`src/sv/lls_pkg.sv`:
```
// ----------------------------------------------------------------------------
// lls_pkg
// Shared types, constants and saturating arithmetic for the LIFO load shedder.
// ----------------------------------------------------------------------------
package lls_pkg;

    // field widths
    localparam int ID_W     = 3;
    localparam int POWER_W  = 17;
    localparam int TOTAL_W  = 21;
    localparam int LIMIT_W  = 19;
    localparam int EV_W     = 3;

    // defaults and limits
    localparam int DEVICES_DEFAULT = 8;
    localparam int RESULT_CAP      = 32;
    localparam int NCNT_W          = $clog2(RESULT_CAP + 1);
    localparam logic [LIMIT_W-1:0] LIMIT_RESET = LIMIT_W'(3000);

    // event codes
    localparam logic [EV_W-1:0] EV_ON          = 3'd0;
    localparam logic [EV_W-1:0] EV_OFF         = 3'd1;
    localparam logic [EV_W-1:0] EV_ALREADY_ON  = 3'd2;
    localparam logic [EV_W-1:0] EV_ALREADY_OFF = 3'd3;
    localparam logic [EV_W-1:0] EV_OVERLOAD    = 3'd4;
    localparam logic [EV_W-1:0] EV_SHED        = 3'd5;
    localparam logic [EV_W-1:0] EV_KEPT        = 3'd6;
    localparam logic [EV_W-1:0] EV_UNRESOLVED  = 3'd7;

    // request opcodes
    localparam logic OP_ON  = 1'b0;
    localparam logic OP_OFF = 1'b1;

    // one stack entry as stored in memory
    typedef struct packed {
        logic [ID_W-1:0]           id;
        logic signed [POWER_W-1:0] power;
        logic                      ess;
    } stack_entry_t;

    // power sign-extended by one bit
    function automatic logic signed [POWER_W:0] pwr_ext(input logic signed [POWER_W-1:0] p);
        pwr_ext = {p[POWER_W-1], p};
    endfunction

    // negated power, one bit wider so that the most negative value fits
    function automatic logic signed [POWER_W:0] pwr_neg(input logic signed [POWER_W-1:0] p);
        logic signed [POWER_W:0] e;
        e = {p[POWER_W-1], p};
        pwr_neg = -e;
    endfunction

    // total plus delta, clamped to the total range
    function automatic logic signed [TOTAL_W-1:0] sat_add(
        input logic signed [TOTAL_W-1:0] a,
        input logic signed [POWER_W:0]   d
    );
        logic signed [TOTAL_W:0] s;
        s = $signed({a[TOTAL_W-1], a}) + $signed({{(TOTAL_W - POWER_W){d[POWER_W]}}, d});
        if (s[TOTAL_W] != s[TOTAL_W-1]) begin
            sat_add = s[TOTAL_W] ? {1'b1, {(TOTAL_W-1){1'b0}}} : {1'b0, {(TOTAL_W-1){1'b1}}};
        end else begin
            sat_add = s[TOTAL_W-1:0];
        end
    endfunction

endpackage

```
`src/sv/lls_ram.sv`:
```
// ----------------------------------------------------------------------------
// lls_ram
// Generic single-write, single-read RAM with registered read data.
// ----------------------------------------------------------------------------
module lls_ram #(
    parameter int WIDTH = 8,
    parameter int DEPTH = 8
) (
    input  logic                     aclk,
    input  logic                     we,
    input  logic [$clog2(DEPTH)-1:0] waddr,
    input  logic [WIDTH-1:0]         wdata,
    input  logic [$clog2(DEPTH)-1:0] raddr,
    output logic [WIDTH-1:0]         rdata
);

    logic [WIDTH-1:0] mem [DEPTH];
    logic [WIDTH-1:0] rdata_reg;

    // write port and registered read port
    always_ff @(posedge aclk) begin
        if (we) begin
            mem[waddr] <= wdata;
        end
        rdata_reg <= mem[raddr];
    end

    assign rdata = rdata_reg;

endmodule

```
`src/sv/lifo_load_shedder_unit.sv`:
```
// ----------------------------------------------------------------------------
// lifo_load_shedder_unit
// Each request searches the stack from the bottom, then switches the device on
// or off or reports it as already on or off; a removal closes the gap by moving
// the entries above it down. After a real switch, shedding scans from the newest
// entry keep essential entries and shed the first other one until the limit
// holds or only essentials remain. One request at a time; the next is taken
// once its last result sits in the output register. Reset clears count, total
// and control, sets the limit to 3000 and leaves the stack RAM as it is.
// ----------------------------------------------------------------------------
module lifo_load_shedder_unit #(
    parameter int DEVICES = lls_pkg::DEVICES_DEFAULT
) (
    input  logic                               aclk,
    input  logic                               aresetn,
    // configuration
    input  logic                               cfg_wr_en,
    input  logic [lls_pkg::LIMIT_W-1:0]        cfg_wr_data,
    // request channel
    input  logic                               s_valid,
    output logic                               s_ready,
    input  logic                               s_opcode,
    input  logic [lls_pkg::ID_W-1:0]           s_device_id,
    input  logic signed [lls_pkg::POWER_W-1:0] s_device_power,
    input  logic                               s_essential,
    // event channel
    output logic                               m_valid,
    input  logic                               m_ready,
    output logic [lls_pkg::EV_W-1:0]           m_event_res,
    output logic [lls_pkg::ID_W-1:0]           m_event_device,
    output logic signed [lls_pkg::TOTAL_W-1:0] m_power_total,
    output logic                               m_last
);

    import lls_pkg::*;

    localparam int AW  = $clog2(DEVICES);
    localparam int CW  = $clog2(DEVICES + 1);
    localparam int EW  = $bits(stack_entry_t);

    localparam logic [3:0] ST_IDLE       = 4'd0;
    localparam logic [3:0] ST_FIND_RD    = 4'd1;
    localparam logic [3:0] ST_FIND_CHK   = 4'd2;
    localparam logic [3:0] ST_DECIDE     = 4'd3;
    localparam logic [3:0] ST_SHIFT_TEST = 4'd4;
    localparam logic [3:0] ST_SHIFT_RD   = 4'd5;
    localparam logic [3:0] ST_SHIFT_WR   = 4'd6;
    localparam logic [3:0] ST_SHED_ENTRY = 4'd7;
    localparam logic [3:0] ST_SCAN_INIT  = 4'd8;
    localparam logic [3:0] ST_SCAN_RD    = 4'd9;
    localparam logic [3:0] ST_SCAN_CHK   = 4'd10;
    localparam logic [3:0] ST_SCAN_NEXT  = 4'd11;
    localparam logic [3:0] ST_EMIT       = 4'd12;
    localparam logic [3:0] ST_FLUSH      = 4'd13;

    // control state
    logic [3:0]                state_reg, state_next;
    logic [3:0]                after_reg, after_next;
    logic [CW-1:0]             count_reg, count_next;
    logic signed [TOTAL_W-1:0] total_reg, total_next;
    logic [LIMIT_W-1:0]        limit_reg, limit_next;
    logic [NCNT_W-1:0]         nout_reg, nout_next;
    logic                      pend_valid_reg, pend_valid_next;
    logic                      m_valid_reg, m_valid_next;

    // working registers
    logic                      op_reg, op_next;
    logic [ID_W-1:0]           dev_reg, dev_next;
    logic signed [POWER_W-1:0] pwr_reg, pwr_next;
    logic                      ess_reg, ess_next;
    logic                      found_reg, found_next;
    logic [AW-1:0]             idx_reg, idx_next;
    logic [AW-1:0]             k_reg, k_next;
    logic [EV_W-1:0]           ecode_reg, ecode_next;
    logic [ID_W-1:0]           edev_reg, edev_next;

    // pending and output results
    logic [EV_W-1:0]           pend_res_reg, pend_res_next;
    logic [ID_W-1:0]           pend_dev_reg, pend_dev_next;
    logic signed [TOTAL_W-1:0] pend_tot_reg, pend_tot_next;
    logic [EV_W-1:0]           out_res_reg, out_res_next;
    logic [ID_W-1:0]           out_dev_reg, out_dev_next;
    logic signed [TOTAL_W-1:0] out_tot_reg, out_tot_next;
    logic                      out_last_reg, out_last_next;

    // stack memory
    logic                      ram_we;
    logic [AW-1:0]             ram_waddr;
    stack_entry_t              ram_wentry;
    logic [AW-1:0]             ram_raddr;
    logic [EW-1:0]             ram_rdata;
    stack_entry_t              rd_entry;

    logic                      out_free;
    logic [TOTAL_W-1:0]        total_mag;
    logic                      overload;
    logic                      s_fire;

    lls_ram #(
        .WIDTH (EW),
        .DEPTH (DEVICES)
    ) u_stack_ram (
        .aclk  (aclk),
        .we    (ram_we),
        .waddr (ram_waddr),
        .wdata (ram_wentry),
        .raddr (ram_raddr),
        .rdata (ram_rdata)
    );

    assign rd_entry = stack_entry_t'(ram_rdata);

    // handshake helpers
    assign s_ready  = (state_reg == ST_IDLE);
    assign s_fire   = s_valid && s_ready;
    assign out_free = !m_valid_reg || m_ready;

    // overload test on the magnitude of the total
    assign total_mag = total_reg[TOTAL_W-1] ? TOTAL_W'(-total_reg) : TOTAL_W'(total_reg);
    assign overload  = total_mag > TOTAL_W'(limit_reg);

    // next-state logic
    always_comb begin
        state_next      = state_reg;
        after_next      = after_reg;
        count_next      = count_reg;
        total_next      = total_reg;
        limit_next      = cfg_wr_en ? cfg_wr_data : limit_reg;
        nout_next       = nout_reg;
        pend_valid_next = pend_valid_reg;
        m_valid_next    = m_valid_reg && !m_ready;
        op_next         = op_reg;
        dev_next        = dev_reg;
        pwr_next        = pwr_reg;
        ess_next        = ess_reg;
        found_next      = found_reg;
        idx_next        = idx_reg;
        k_next          = k_reg;
        ecode_next      = ecode_reg;
        edev_next       = edev_reg;
        pend_res_next   = pend_res_reg;
        pend_dev_next   = pend_dev_reg;
        pend_tot_next   = pend_tot_reg;
        out_res_next    = out_res_reg;
        out_dev_next    = out_dev_reg;
        out_tot_next    = out_tot_reg;
        out_last_next   = out_last_reg;
        ram_we          = 1'b0;
        ram_waddr       = count_reg[AW-1:0];
        ram_wentry      = '{id: dev_reg, power: pwr_reg, ess: ess_reg};
        ram_raddr       = idx_reg;

        case (state_reg)
            // take a request
            ST_IDLE: begin
                if (s_fire) begin
                    op_next    = s_opcode;
                    dev_next   = s_device_id;
                    pwr_next   = s_device_power;
                    ess_next   = s_essential;
                    nout_next  = '0;
                    found_next = 1'b0;
                    idx_next   = '0;
                    if (32'(s_device_id) >= DEVICES) begin
                        state_next = ST_FLUSH;
                    end else if (count_reg == '0) begin
                        state_next = ST_DECIDE;
                    end else begin
                        state_next = ST_FIND_RD;
                    end
                end
            end

            // search the stack from the bottom
            ST_FIND_RD: begin
                ram_raddr  = idx_reg;
                state_next = ST_FIND_CHK;
            end

            ST_FIND_CHK: begin
                if (rd_entry.id == dev_reg) begin
                    found_next = 1'b1;
                    k_next     = idx_reg;
                    pwr_next   = rd_entry.power;
                    state_next = ST_DECIDE;
                end else if ((CW'(idx_reg) + CW'(1)) < count_reg) begin
                    idx_next   = idx_reg + AW'(1);
                    state_next = ST_FIND_RD;
                end else begin
                    state_next = ST_DECIDE;
                end
            end

            // act on the request
            ST_DECIDE: begin
                edev_next = dev_reg;
                if (op_reg == OP_ON) begin
                    if (found_reg || count_reg == CW'(DEVICES)) begin
                        ecode_next = EV_ALREADY_ON;
                        after_next = ST_FLUSH;
                    end else begin
                        ram_we     = 1'b1;
                        count_next = count_reg + CW'(1);
                        total_next = sat_add(total_reg, pwr_ext(pwr_reg));
                        ecode_next = EV_ON;
                        after_next = ST_SHED_ENTRY;
                    end
                    state_next = ST_EMIT;
                end else begin
                    if (found_reg) begin
                        total_next = sat_add(total_reg, pwr_neg(pwr_reg));
                        ecode_next = EV_OFF;
                        after_next = ST_SHED_ENTRY;
                        state_next = ST_SHIFT_TEST;
                    end else begin
                        ecode_next = EV_ALREADY_OFF;
                        after_next = ST_FLUSH;
                        state_next = ST_EMIT;
                    end
                end
            end

            // close the gap at entry k, then report the removal
            ST_SHIFT_TEST: begin
                if ((CW'(k_reg) + CW'(1)) < count_reg) begin
                    state_next = ST_SHIFT_RD;
                end else begin
                    count_next = count_reg - CW'(1);
                    state_next = ST_EMIT;
                end
            end

            ST_SHIFT_RD: begin
                ram_raddr  = AW'(CW'(k_reg) + CW'(1));
                state_next = ST_SHIFT_WR;
            end

            ST_SHIFT_WR: begin
                ram_we     = 1'b1;
                ram_waddr  = k_reg;
                ram_wentry = rd_entry;
                k_next     = k_reg + AW'(1);
                state_next = ST_SHIFT_TEST;
            end

            // first overload test after a switch
            ST_SHED_ENTRY: begin
                if (overload) begin
                    ecode_next = EV_OVERLOAD;
                    edev_next  = dev_reg;
                    after_next = ST_SCAN_INIT;
                    state_next = ST_EMIT;
                end else begin
                    state_next = ST_FLUSH;
                end
            end

            // start a scan from the newest entry
            ST_SCAN_INIT: begin
                if (!overload) begin
                    state_next = ST_FLUSH;
                end else if (count_reg == '0) begin
                    ecode_next = EV_UNRESOLVED;
                    edev_next  = dev_reg;
                    after_next = ST_FLUSH;
                    state_next = ST_EMIT;
                end else begin
                    idx_next   = AW'(count_reg - CW'(1));
                    state_next = ST_SCAN_RD;
                end
            end

            ST_SCAN_RD: begin
                ram_raddr  = idx_reg;
                state_next = ST_SCAN_CHK;
            end

            // keep an essential device, shed the first other one
            ST_SCAN_CHK: begin
                edev_next = rd_entry.id;
                if (rd_entry.ess) begin
                    ecode_next = EV_KEPT;
                    after_next = ST_SCAN_NEXT;
                    state_next = ST_EMIT;
                end else begin
                    total_next = sat_add(total_reg, pwr_neg(rd_entry.power));
                    ecode_next = EV_SHED;
                    after_next = ST_SCAN_INIT;
                    k_next     = idx_reg;
                    state_next = ST_SHIFT_TEST;
                end
            end

            ST_SCAN_NEXT: begin
                if (idx_reg == '0) begin
                    ecode_next = EV_UNRESOLVED;
                    edev_next  = dev_reg;
                    after_next = ST_FLUSH;
                    state_next = ST_EMIT;
                end else begin
                    idx_next   = idx_reg - AW'(1);
                    state_next = ST_SCAN_RD;
                end
            end

            // queue one result unless the cap is reached; the older pending one moves to the output
            ST_EMIT: begin
                if (nout_reg == NCNT_W'(RESULT_CAP)) begin
                    state_next = after_reg;
                end else if (!pend_valid_reg || out_free) begin
                    if (pend_valid_reg) begin
                        m_valid_next  = 1'b1;
                        out_res_next  = pend_res_reg;
                        out_dev_next  = pend_dev_reg;
                        out_tot_next  = pend_tot_reg;
                        out_last_next = 1'b0;
                    end
                    pend_valid_next = 1'b1;
                    pend_res_next   = ecode_reg;
                    pend_dev_next   = edev_reg;
                    pend_tot_next   = total_reg;
                    nout_next       = nout_reg + NCNT_W'(1);
                    state_next      = after_reg;
                end
            end

            // hand over the final result
            ST_FLUSH: begin
                if (!pend_valid_reg) begin
                    state_next = ST_IDLE;
                end else if (out_free) begin
                    m_valid_next    = 1'b1;
                    out_res_next    = pend_res_reg;
                    out_dev_next    = pend_dev_reg;
                    out_tot_next    = pend_tot_reg;
                    out_last_next   = 1'b1;
                    pend_valid_next = 1'b0;
                    state_next      = ST_IDLE;
                end
            end

            default: begin
                state_next = ST_IDLE;
            end
        endcase
    end

    // control registers
    always_ff @(posedge aclk) begin
        if (!aresetn) begin
            state_reg      <= ST_IDLE;
            after_reg      <= ST_IDLE;
            count_reg      <= '0;
            total_reg      <= '0;
            limit_reg      <= LIMIT_RESET;
            nout_reg       <= '0;
            pend_valid_reg <= 1'b0;
            m_valid_reg    <= 1'b0;
        end else begin
            state_reg      <= state_next;
            after_reg      <= after_next;
            count_reg      <= count_next;
            total_reg      <= total_next;
            limit_reg      <= limit_next;
            nout_reg       <= nout_next;
            pend_valid_reg <= pend_valid_next;
            m_valid_reg    <= m_valid_next;
        end
    end

    // payload registers
    always_ff @(posedge aclk) begin
        op_reg       <= op_next;
        dev_reg      <= dev_next;
        pwr_reg      <= pwr_next;
        ess_reg      <= ess_next;
        found_reg    <= found_next;
        idx_reg      <= idx_next;
        k_reg        <= k_next;
        ecode_reg    <= ecode_next;
        edev_reg     <= edev_next;
        pend_res_reg <= pend_res_next;
        pend_dev_reg <= pend_dev_next;
        pend_tot_reg <= pend_tot_next;
        out_res_reg  <= out_res_next;
        out_dev_reg  <= out_dev_next;
        out_tot_reg  <= out_tot_next;
        out_last_reg <= out_last_next;
    end

    // outputs
    assign m_valid        = m_valid_reg;
    assign m_event_res    = out_res_reg;
    assign m_event_device = out_dev_reg;
    assign m_power_total  = out_tot_reg;
    assign m_last         = out_last_reg;

endmodule

```
`config.mk`:
```
export PLATFORM = sky130hd
export DESIGN_NAME = lifo_load_shedder_unit
export DESIGN_NICKNAME = d
export VERILOG_FILES = /design/src/sv/lls_pkg.sv /design/src/sv/lls_ram.sv /design/src/sv/lifo_load_shedder_unit.sv
export SDC_FILE = /design/constraint.sdc
export NUM_CORES = 1
export LEC_CHECK = 0
export ABC_AREA = 0
export BUFFER_PORTS_ARGS = -buffer_cell sky130_fd_sc_hd__buf_2
export CAP_MARGIN = 20
export CORE_UTILIZATION = 48
export CTS_CLUSTER_DIAMETER = 50
export CTS_CLUSTER_SIZE = 40
export DETAILED_ROUTE_END_ITERATION = 7
export REMOVE_ABC_BUFFERS = 1
export SLEW_MARGIN = 10
export SYNTH_ARGS = -nofsm -noshare
export SYNTH_HDL_FRONTEND = slang
export SYNTH_SLANG_ARGS = --single-unit
```
`constraint.sdc`:
```
create_clock -name aclk -period 9.15 [get_ports aclk]
set_clock_uncertainty 0.05 [all_clocks]
set_input_delay 0.4575 -clock aclk [delete_from_list [all_inputs] [get_ports aclk]]
set_output_delay 0.4575 -clock aclk [all_outputs]
set_load 0.05 [all_outputs]
```
==> impl_metrics.toml, run 1 <==
[routing]
route.met2.wl_um = 20800
wl_met1_um = 21100
viasPerCell = 5.72
final_antenna_net_count = 0
dr_wl_met3_um = 2190
wl_per_cell_um = 21.0
drc_errors = 0
drt-total-wl_um = 45200
drt_iter0_markers = 938
highest_layer = "met4"
first_pass_iters = 5
via_count = 12300

[placement]
dp_slack_ns = 5.05
port_buffers = 75
gp_congestion = 0.955
hpwl_um = 31800

[grt]
grt_pass1_vias = 12000
grt_pass1_wl_um = 70100
grt_max_degree = 53
antenna_found_initial = 0
grt_remaining_overflow = 0
grt_usage_pct = 23.9

[finish]
drive_above_1_share_pct = 18.4
antenna_cells = 0
syn_to_final_growth_pct = 12.6
multi_input_area_mm2 = 0.00819
ff_latch_area_mm2 = 0.00937
nets = 1760
largest-register = "u_stack_ram.mem"
largest_register_ffs = 168
fill_cells = 3170

[timing]
setup_ws_ns = 5.03
period_share_pct = 45.1
min_period_ns = 4.12
final-max-slew-violation-count = 0
rsz0062_at_grt = "no"
fmax_mhz = 243
tightest_slew_ns = 1.03
relSlewSlack_pct = 30.9
hold_viol = 0
tns_ns = 0
setup_viol = 0

[floorplanning]
fp.dieH_um = 196
die_w_um = 196
start_util_pct = 49.1
rows = 70
core_area_mm2 = 0.0369
dieArea_mm2 = 0.0385
ios = 76

[logic_synthesis]
synth_cells = 1547
avgSynthCellArea_um2 = 11.7
syn_area_mm2 = 0.0181
yosysUniqueCellTypes = 93
synth_area_leaders = "edfxtp_1, dfxtp_1, ha_1"
synth_ff_type = "edfxtp_1"
ys_seq_elements = 339
ys.warnings.count = 0
yosysSeqAreaShare_pct = 51.7
synth_area_leader_cell = "edfxtp_1"
synth-edff-count = 258
synthArstFlopShare_pct = 0
synth_top_area_share_pct = 42.8

[clock_tree]
post_cts_buffers = 0
clkLatencyLatePin_ns = 0.57
h-tree-depth = 2
root_buffer = "clkbuf_16"
numCtsBuffers = 38
clkTransAtPathRegs_ns = 0.07
cts_tree = "yes"
clock-sinks = 339
cts_buffer_depth = 3

[critical_path]
arrival_ns = 4.53
critical_path.max_stage_delay_ns = 0.62
endpoint_kind = "flip-flop"
r2r-end = "after_reg[2]$_SDFFE_PN0P_"
path_cells = "or4_4 -> nor4_4 -> nand3_1 -> o31ai_1 -> xnor2_1 -> ha_1 -> a211o_1 -> a21oi_1 -> and3_1 -> o21ai_0 -> o21ai_1 -> a32oi_1 -> and2_4 -> a311oi_1"
path_depth = 14
worstPathMaxFanout = 9
cp-endpoint = "after_reg[2]$_SDFFE_PN0P_"
crit_path_start = "total_reg[7]$_SDFFE_PN0P_"
ff2ff_path_depth = 14
cp.required_ns = 9.56
slowest_stage = "or4_4"
worst_setup_path_start_kind = "flip-flop"
crit_type = "reg2reg"
reg2reg_setup_slack_ns = 5.03
crit_family = "compound AO/OA/AOI/OAI gates"
r2r_start = "total_reg[7]$_SDFFE_PN0P_"
path_buf_inv = 0

[power]
p_leak_nw = 7.68
peakVddDrop_mv = 0.125
p_per_area_mw_per_mm2 = 314

[run_status]
status = "finished clean"

[flow_run]
drv_cap = 0

[hold_path]
hold_class = "in2reg"
metal layers:
metal	global-route usage, %	vias to the layer above
li1	-	5919
met1	33.9	5942
met2	38.0	347
met3	2.96	78
met4	7.84	0
met5	0	-
layout by cell type, fill, tap and decap left out, drive strengths merged, types with 6 or more instances in the layout:
cell and n:
a21oi 98, or2 8, xnor2 56, nand2b 31, o211ai 22, clkinv 14, or3 8, a211o 7
a21o 25, nor3b 6, nand4 7, nor3 35, clkbuf 39, a211oi 24, dfxtp 81, o22ai 6
mux2 45, edfxtp 258, and3 9, buf 94, o31ai 11, ha 96, a31oi 21, mux4 42
and2 9, mux2i 17, xor2 21, a21boi 8, nand2 128, nor2b 20, a221oi 6, o21bai 9
inv 96, o21a 10, nand3 21, nor2 99, o21ai 85
through the flow:
step,hold WS [ns],util (%),power [mW],std cells,area [um^2]
after floorplan,0.350,-,4.09,1479,17800
final,0.0245,55.3,6.40,2148,20400
after global routing,0.00997,55.3,6.76,2148,20400
after detailed placement,0.355,51.6,4.79,2077,19000
after global placement,0.352,51.6,4.78,2077,19000
after CTS,0.00115,55.3,6.42,2148,20400
kinds of logic (layout without fill, tap and decap cells):
group / Yosys count / count (layout) / synth area share (%)
buffers and inverters: 152 / 249 / 3.56
DFF: 339 / 339 / 51.7
AOI/OAI and AO/OA: 376 / 376 / 14.3
xor gates and xnor gates: 77 / 77 / 3.72
muxes: 104 / 104 / 8.96
and+or+nand+nor: 399 / 399 / 10.7
adders and majority gates: 100 / 100 / 7.07
cells in the mapped netlist, drive strengths merged (9+ instances only):
cell and n:
a211oi 24, clkbuf 38, inv 83, o211ai 22, xor2 21, mux4 42
a31oi 21, xnor2 56, o31ai 11, buf 30, mux2 45, o21a 10
a21o 25, nand2 128, edfxtp 258, o21ai 85, nand3 21, nor2b 20
mux2i 17, and2 9, nor2 99, nor3 35, nand2b 31, and3 9
a21oi 98, o21bai 9, ha 96, dfxtp 81
what timing repair did:
item	CTS	global route
hold buffers	1	0
gates resized for setup	0	0
hold endpoints to repair	1	0
where the power goes:
group / internal [mW] / leakage [nW] / total (mW) / switching (mW)
Clock: 0.901 / 0.655 / 1.62 / 0.720
Sequential: 1.98 / 2.98 / 2.21 / 0.230
Combinational: 1.04 / 4.04 / 2.57 / 1.52
Total: 3.93 / 7.68 / 6.40 / 2.47
final cells by class:
class | count | area share (%)
Sequential cell | 339 | 45.9
Multi-Input combinational cell | 1056 | 40.2
Clock buffer | 39 | 4.68
Tap cell | 504 | 3.09
Timing Repair Buffer | 95 | 2.59
Clock inverter | 31 | 1.99
Inverter | 84 | 1.55
worst register-to-register path, stage by stage, from the launching register on:
cell and delay [ns]:
dfxtp_1 0.47, or4_4 0.62, nor4_4 0.25, nand3_1 0.16, o31ai_1 0.26, xnor2_1 0.15, ha_1 0.27, a211o_1 0.26
a21oi_1 0.15, and3_1 0.16, o21ai_0 0.07, o21ai_1 0.35, a32oi_1 0.26, and2_4 0.28, a311oi_1 0.25
worst min-delay path by stage:
| stage | from | end | slack [ns] | depth (start not counted) |
|---|---|---|---|---|
| global placement | pend_tot_reg[18]$_DFFE_PP_ | m_power_total[18]$_DFFE_PP_ | 0.35 | 0 |
| finish | s_device_id[0] | dev_reg[0]$_DFFE_PP_ | 0.02 | 1 |
| CTS | s_device_id[0] | dev_reg[0]$_DFFE_PP_ | 0.001 | 1 |
| global route | s_device_id[0] | dev_reg[0]$_DFFE_PP_ | 0.01 | 1 |
| detailed placement | ecode_reg[0]$_DFFE_PP_ | pend_res_reg[0]$_DFFE_PP_ | 0.35 | 0 |
| floorplan | pend_dev_reg[0]$_DFFE_PP_ | m_event_device[0]$_DFFE_PP_ | 0.35 | 0 |
(Power assumes the default switching activity.)
==> run 2, diff against run 1 <==
PLACE_DENSITY = 0.67   (was not set)
clock period = 3.45 ns   (was 9.15 ns; I/O delays follow)
==> impl_metrics.toml, run 2 (same netlist as run 1, synthesis figures left out) <==
[run_status]
status = "finished with violations"
violations = "setup timing"

[critical_path]
worstPathMaxFanout = 4
reg2reg_setup_slack_ns = -0.17
path_cells = "or4_4 -> nor4_4 -> nand2_1 -> o21ai_2 -> xnor2_2 -> ha_1 -> a21o_1 -> a21o_1 -> a21oi_2 -> and3_4 -> o21ai_4 -> o21ai_4 -> buf_6 -> buf_4 -> a21oi_4 -> and3_4"
arrival_ns = 3.85
path_buf_inv = 2
crit_family = "simple AND/OR/NAND/NOR gates"
endpoint_kind = "flip-flop"
crit_type = "reg2reg"
worst_setup_path_start_kind = "flip-flop"
cp.required_ns = 3.69
slowest_stage = "or4_4"
critical_path.max_stage_delay_ns = 0.53

[placement]
dpl_cell_area_mm2 = 0.0203
hpwl_um = 34500
dp_slack_ns = -0.519
dpl.cell_count = 2225
port_buffers = 75
gp_congestion = 0.950

[finish]
syn_to_final_growth_pct = 24.7
fill_cells = 2919
final_common_cell = "edfxtp_1"
antenna_cells = 0
drive_above_1_share_pct = 29.4
stdcell_count = 2357
largest-register = "u_stack_ram.mem"
mostFrequentLayoutCells = "edfxtp_1, buf_4, nand2_1"
design_area_mm2 = 0.0226
utilization_pct = 61.3
largest_register_ffs = 168
nets = 1973

[timing]
rsz0062_at_grt = "yes"
fmax_mhz = 277
hold_viol = 0
period_share_pct = 105
min_period_ns = 3.62
holdWs_ns = 0.108
final-max-slew-violation-count = 0
relSlewSlack_pct = 39.8
tns_ns = -1.51
tightest_slew_ns = 0.894
setup_viol = 14
setup_ws_ns = -0.165

[grt]
grt_pass1_vias = 13000
antenna_found_initial = 0
grt_usage_pct = 24.8
grt_remaining_overflow = 0
grt_pass1_wl_um = 73300
grt_max_degree = 43

[clock_tree]
clock-sinks = 339
cts_tree = "yes"
clkTransAtPathRegs_ns = 0.06
cts_buffer_depth = 3
root_buffer = "clkbuf_16"
numCtsBuffers = 35
clkLatencyLatePin_ns = 0.54
h-tree-depth = 2

[power]
p_per_area_mw_per_mm2 = 810
peakVddDrop_mv = 0.462
power_mw = 18.3
p_leak_nw = 8.72

[routing]
drt_iter0_markers = 945
first_pass_iters = 7
drt-total-wl_um = 48100
via_count = 13400
final_antenna_net_count = 0
drc_errors = 0
viasPerCell = 5.68
wl_per_cell_um = 20.4

[floorplanning]
die_w_um = 196
dieArea_mm2 = 0.0385
core_area_mm2 = 0.0369
ios = 76
rows = 70
start_util_pct = 49.1
fp.dieH_um = 196

[hold_path]
hold_class = "in2reg"

[flow_run]
drv_cap = 0
## run 2: changes by cell type in the layout (fill, tap and decap cells not counted), sizes merged
cell         change
inv              -9
and2             +1
clkinvlp         +5
dlygate4sd3     +41
bufinv           -1
buf            +174
clkinv           -2
## run 2: worst reg2reg max path, cell delays in order, from the launching register on
cell and delay [ns]:
dfxtp_1 0.32, or4_4 0.53, nor4_4 0.27, nand2_1 0.12, o21ai_2 0.16, xnor2_2 0.13, ha_1 0.26, a21o_1 0.16
a21o_1 0.19, a21oi_2 0.18, and3_4 0.22, o21ai_4 0.07, o21ai_4 0.21, buf_6 0.14, buf_4 0.12, a21oi_4 0.05
and3_4 0.18
## run 2: metal layers
metal	vias up	part of all wire, %	GRT usage, %
met5	-	0	0
met4	0	2.9	8.04
met3	77	4.9	2.84
met2	428	48	41.1
met1	6531	44	33.9
li1	6349	-	-
## run 2: area by class of cell
type,instances,area (um^2),share of cell area (%)
timing repair buffer,310,2420,10.7
clock inverter,24,290,1.28
multi-input combinational,1057,8650,38.3
clock buffer,39,912,4.04
sequential,339,9370,41.5
inverter,84,318,1.41
tap,504,631,2.79
## run 2: repair_timing
action	in CTS	in global routing
hold buffers	42	0
setup buffers	9	17
gates cloned	1	0
endpoints found under the hold margin	42	0
pin swaps	16	36
gates resized for setup	42	61
setup endpoints to repair	25	35
## run 2: report_power, final
| group | internal [mW] | leakage (nW) | switching, mW |
|---|---|---|---|
| clock network | 2.14 | 0.558 | 1.70 |
| registers | 5.24 | 2.98 | 0.456 |
| logic | 3.96 | 5.18 | 4.80 |
| total | 11.3 | 8.72 | 6.95 |
## run 2: final timing paths
check	depth (start not counted)	start	to
min	3	aresetn	limit_reg[4]$_SDFFE_PN1P_
max reg2reg	16	total_reg[7]$_SDFFE_PN0P_	idx_reg[1]$_DFFE_PP_
max	16	total_reg[7]$_SDFFE_PN0P_	idx_reg[1]$_DFFE_PP_
min reg2reg	0	pend_tot_reg[4]$_DFFE_PP_	m_power_total[4]$_DFFE_PP_
==> run 3, diff against run 2 <==
CELL_PAD_IN_SITES_DETAIL_PLACEMENT = 1   (was not set)
CELL_PAD_IN_SITES_GLOBAL_PLACEMENT = 1   (was not set)
CORE_UTILIZATION = 46   (was 48)
PLACE_DENSITY = not set   (was 0.67)
PLACE_DENSITY_LB_ADDON = 0.1   (was not set)
==> impl_metrics.toml, run 3 (same netlist as run 1, synthesis figures left out) <==
[power]
p_per_area_mw_per_mm2 = 834
peakVddDrop_mv = 0.506
power_mw = 19.2
p_leak_nw = 8.89

[grt]
grt_pass1_vias = 14400
use_met3_pct = 2.91
antenna_found_initial = 1
grt_pass1_wl_um = 84200
top_usage_layer = "met2"
use_met2_pct = 47.4
grt_max_degree = 43
grt_remaining_overflow = 0
grt_usage_pct = 27.3
use_met1_pct = 35.6

[floorplanning]
start_util_pct = 46.8
ios = 76
die_w_um = 200
core_area_mm2 = 0.0387
fp.dieH_um = 200
rows = 72
dieArea_mm2 = 0.0402

[placement]
gp_congestion = 0.906
port_buffers = 75
dpl_cell_area_mm2 = 0.0203
dp_slack_ns = -0.574
hpwl_um = 39600

[finish]
mostFrequentLayoutCells = "edfxtp_1, buf_4, nand2_1"
utilization_pct = 59.3
drive_above_1_share_pct = 30.9
final_common_cell = "edfxtp_1"
design_area_mm2 = 0.0230
nets = 1984
antenna_cells = 0
largest-register = "u_stack_ram.mem"
syn_to_final_growth_pct = 26.8
largest_register_ffs = 168

[timing]
setup_ws_ns = -0.386
relSlewSlack_pct = 33.2
final-max-slew-violation-count = 0
period_share_pct = 111
hold_viol = 0
holdWs_ns = 0.113
rsz0062_at_grt = "yes"
setup_viol = 17
fmax_mhz = 261
tightest_slew_ns = 0.992
min_period_ns = 3.84

[clock_tree]
cts_tree = "yes"
clock-sinks = 339
clkLatencyLatePin_ns = 0.57
h-tree-depth = 2
clkTransAtPathRegs_ns = 0.07
cts_buffer_depth = 3
root_buffer = "clkbuf_16"
numCtsBuffers = 39

[routing]
viasPerCell = 5.72
drt_iter0_markers = 695
final_antenna_net_count = 0
first_pass_iters = 5
drt-total-wl_um = 55600
via_count = 13700
drc_errors = 0
wl_per_cell_um = 23.3

[run_status]
status = "finished with violations"
violations = "setup timing"

[hold_path]
hold_class = "in2reg"

[critical_path]
critPathMostFrequentCell = "o21ai_2"
path_cells = "or4_4 -> nor4_4 -> nand2_1 -> o21ai_2 -> xnor2_1 -> ha_1 -> a21o_1 -> a21o_1 -> a21oi_1 -> and3_4 -> o21ai_2 -> o21ai_2 -> a32oi_2 -> buf_4 -> a21oi_2 -> a311oi_2"
crit_type = "reg2reg"
endpoint_kind = "flip-flop"
critical_path.max_stage_delay_ns = 0.59
worst_setup_path_start_kind = "flip-flop"
worstPathMaxFanout = 4
slowest_stage = "or4_4"
cp.required_ns = 3.82
arrival_ns = 4.21

[flow_run]
drv_cap = 0
-- run 3: final timing paths --
kind                             start  slack (ns)  cells past startpoint                        end
max          total_reg[9]$_SDFFE_PN0P_       -0.39                     16  after_reg[2]$_SDFFE_PN0P_
min                            aresetn        0.11                      3  limit_reg[8]$_SDFFE_PN1P_
max reg2reg  total_reg[9]$_SDFFE_PN0P_       -0.39                     16  after_reg[2]$_SDFFE_PN0P_
min reg2reg     ecode_reg[0]$_DFFE_PP_        0.37                      0  pend_res_reg[0]$_DFFE_PP_
-- run 3: where the power goes --
part	total [mW]	leakage, nW	internal [mW]	switching (mW)
Combinational	9.16	5.24	4.07	5.10
Clock	4.25	0.659	2.32	1.93
Sequential	5.75	2.98	5.25	0.505
Total	19.2	8.89	11.6	7.53
-- run 3: metal layers --
metal / vias up / wire length (um)
met5: - / 0
met3: 98 / 2090
li1: 6359 / -
met4: 0 / 1800
met2: 309 / 27500
met1: 6890 / 24200
-- run 3: repair_timing --
action,4_1_cts,5_1_grt
hold buffers,42,0
gates resized for setup,59,75
setup buffers,5,18
hold endpoints to repair,45,0
gates cloned,2,3
endpoints found under the setup margin,33,35
pin swaps,11,46
-- run 3: cell type report --
type,instances,area (um^2)
repair buffers,316,2540
inverters,84,319
well taps,518,648
fillers,3973,15800
clock buffers,46,1040
flip-flops and latches,339,9380
multi-input cells,1058,8730
clock inverters,26,312
-- run 3: metrics by stage --
stage	std cells	setup TNS [ns]
floorplan	1479	-151.11
global placement	2246	-5.53
detailed placement	2246	-8.95
CTS	2367	-1.50
global route	2387	-7.49
finish	2387	-4.87
-- run 3: worst max-delay path, delay by kind of cell, from the launching register on --
| kind | cells | cell delay [ns] |
|---|---|---|
| AND/OR/NAND/NOR | 4 | 1.33 |
| AO/OA/AOI/OAI | 9 | 1.39 |
| XOR/XNOR | 1 | 0.14 |
| buffers and inverters | 1 | 0.20 |
| adder cells (fa/ha/maj) | 1 | 0.26 |
| flip-flops | 1 | 0.31 |
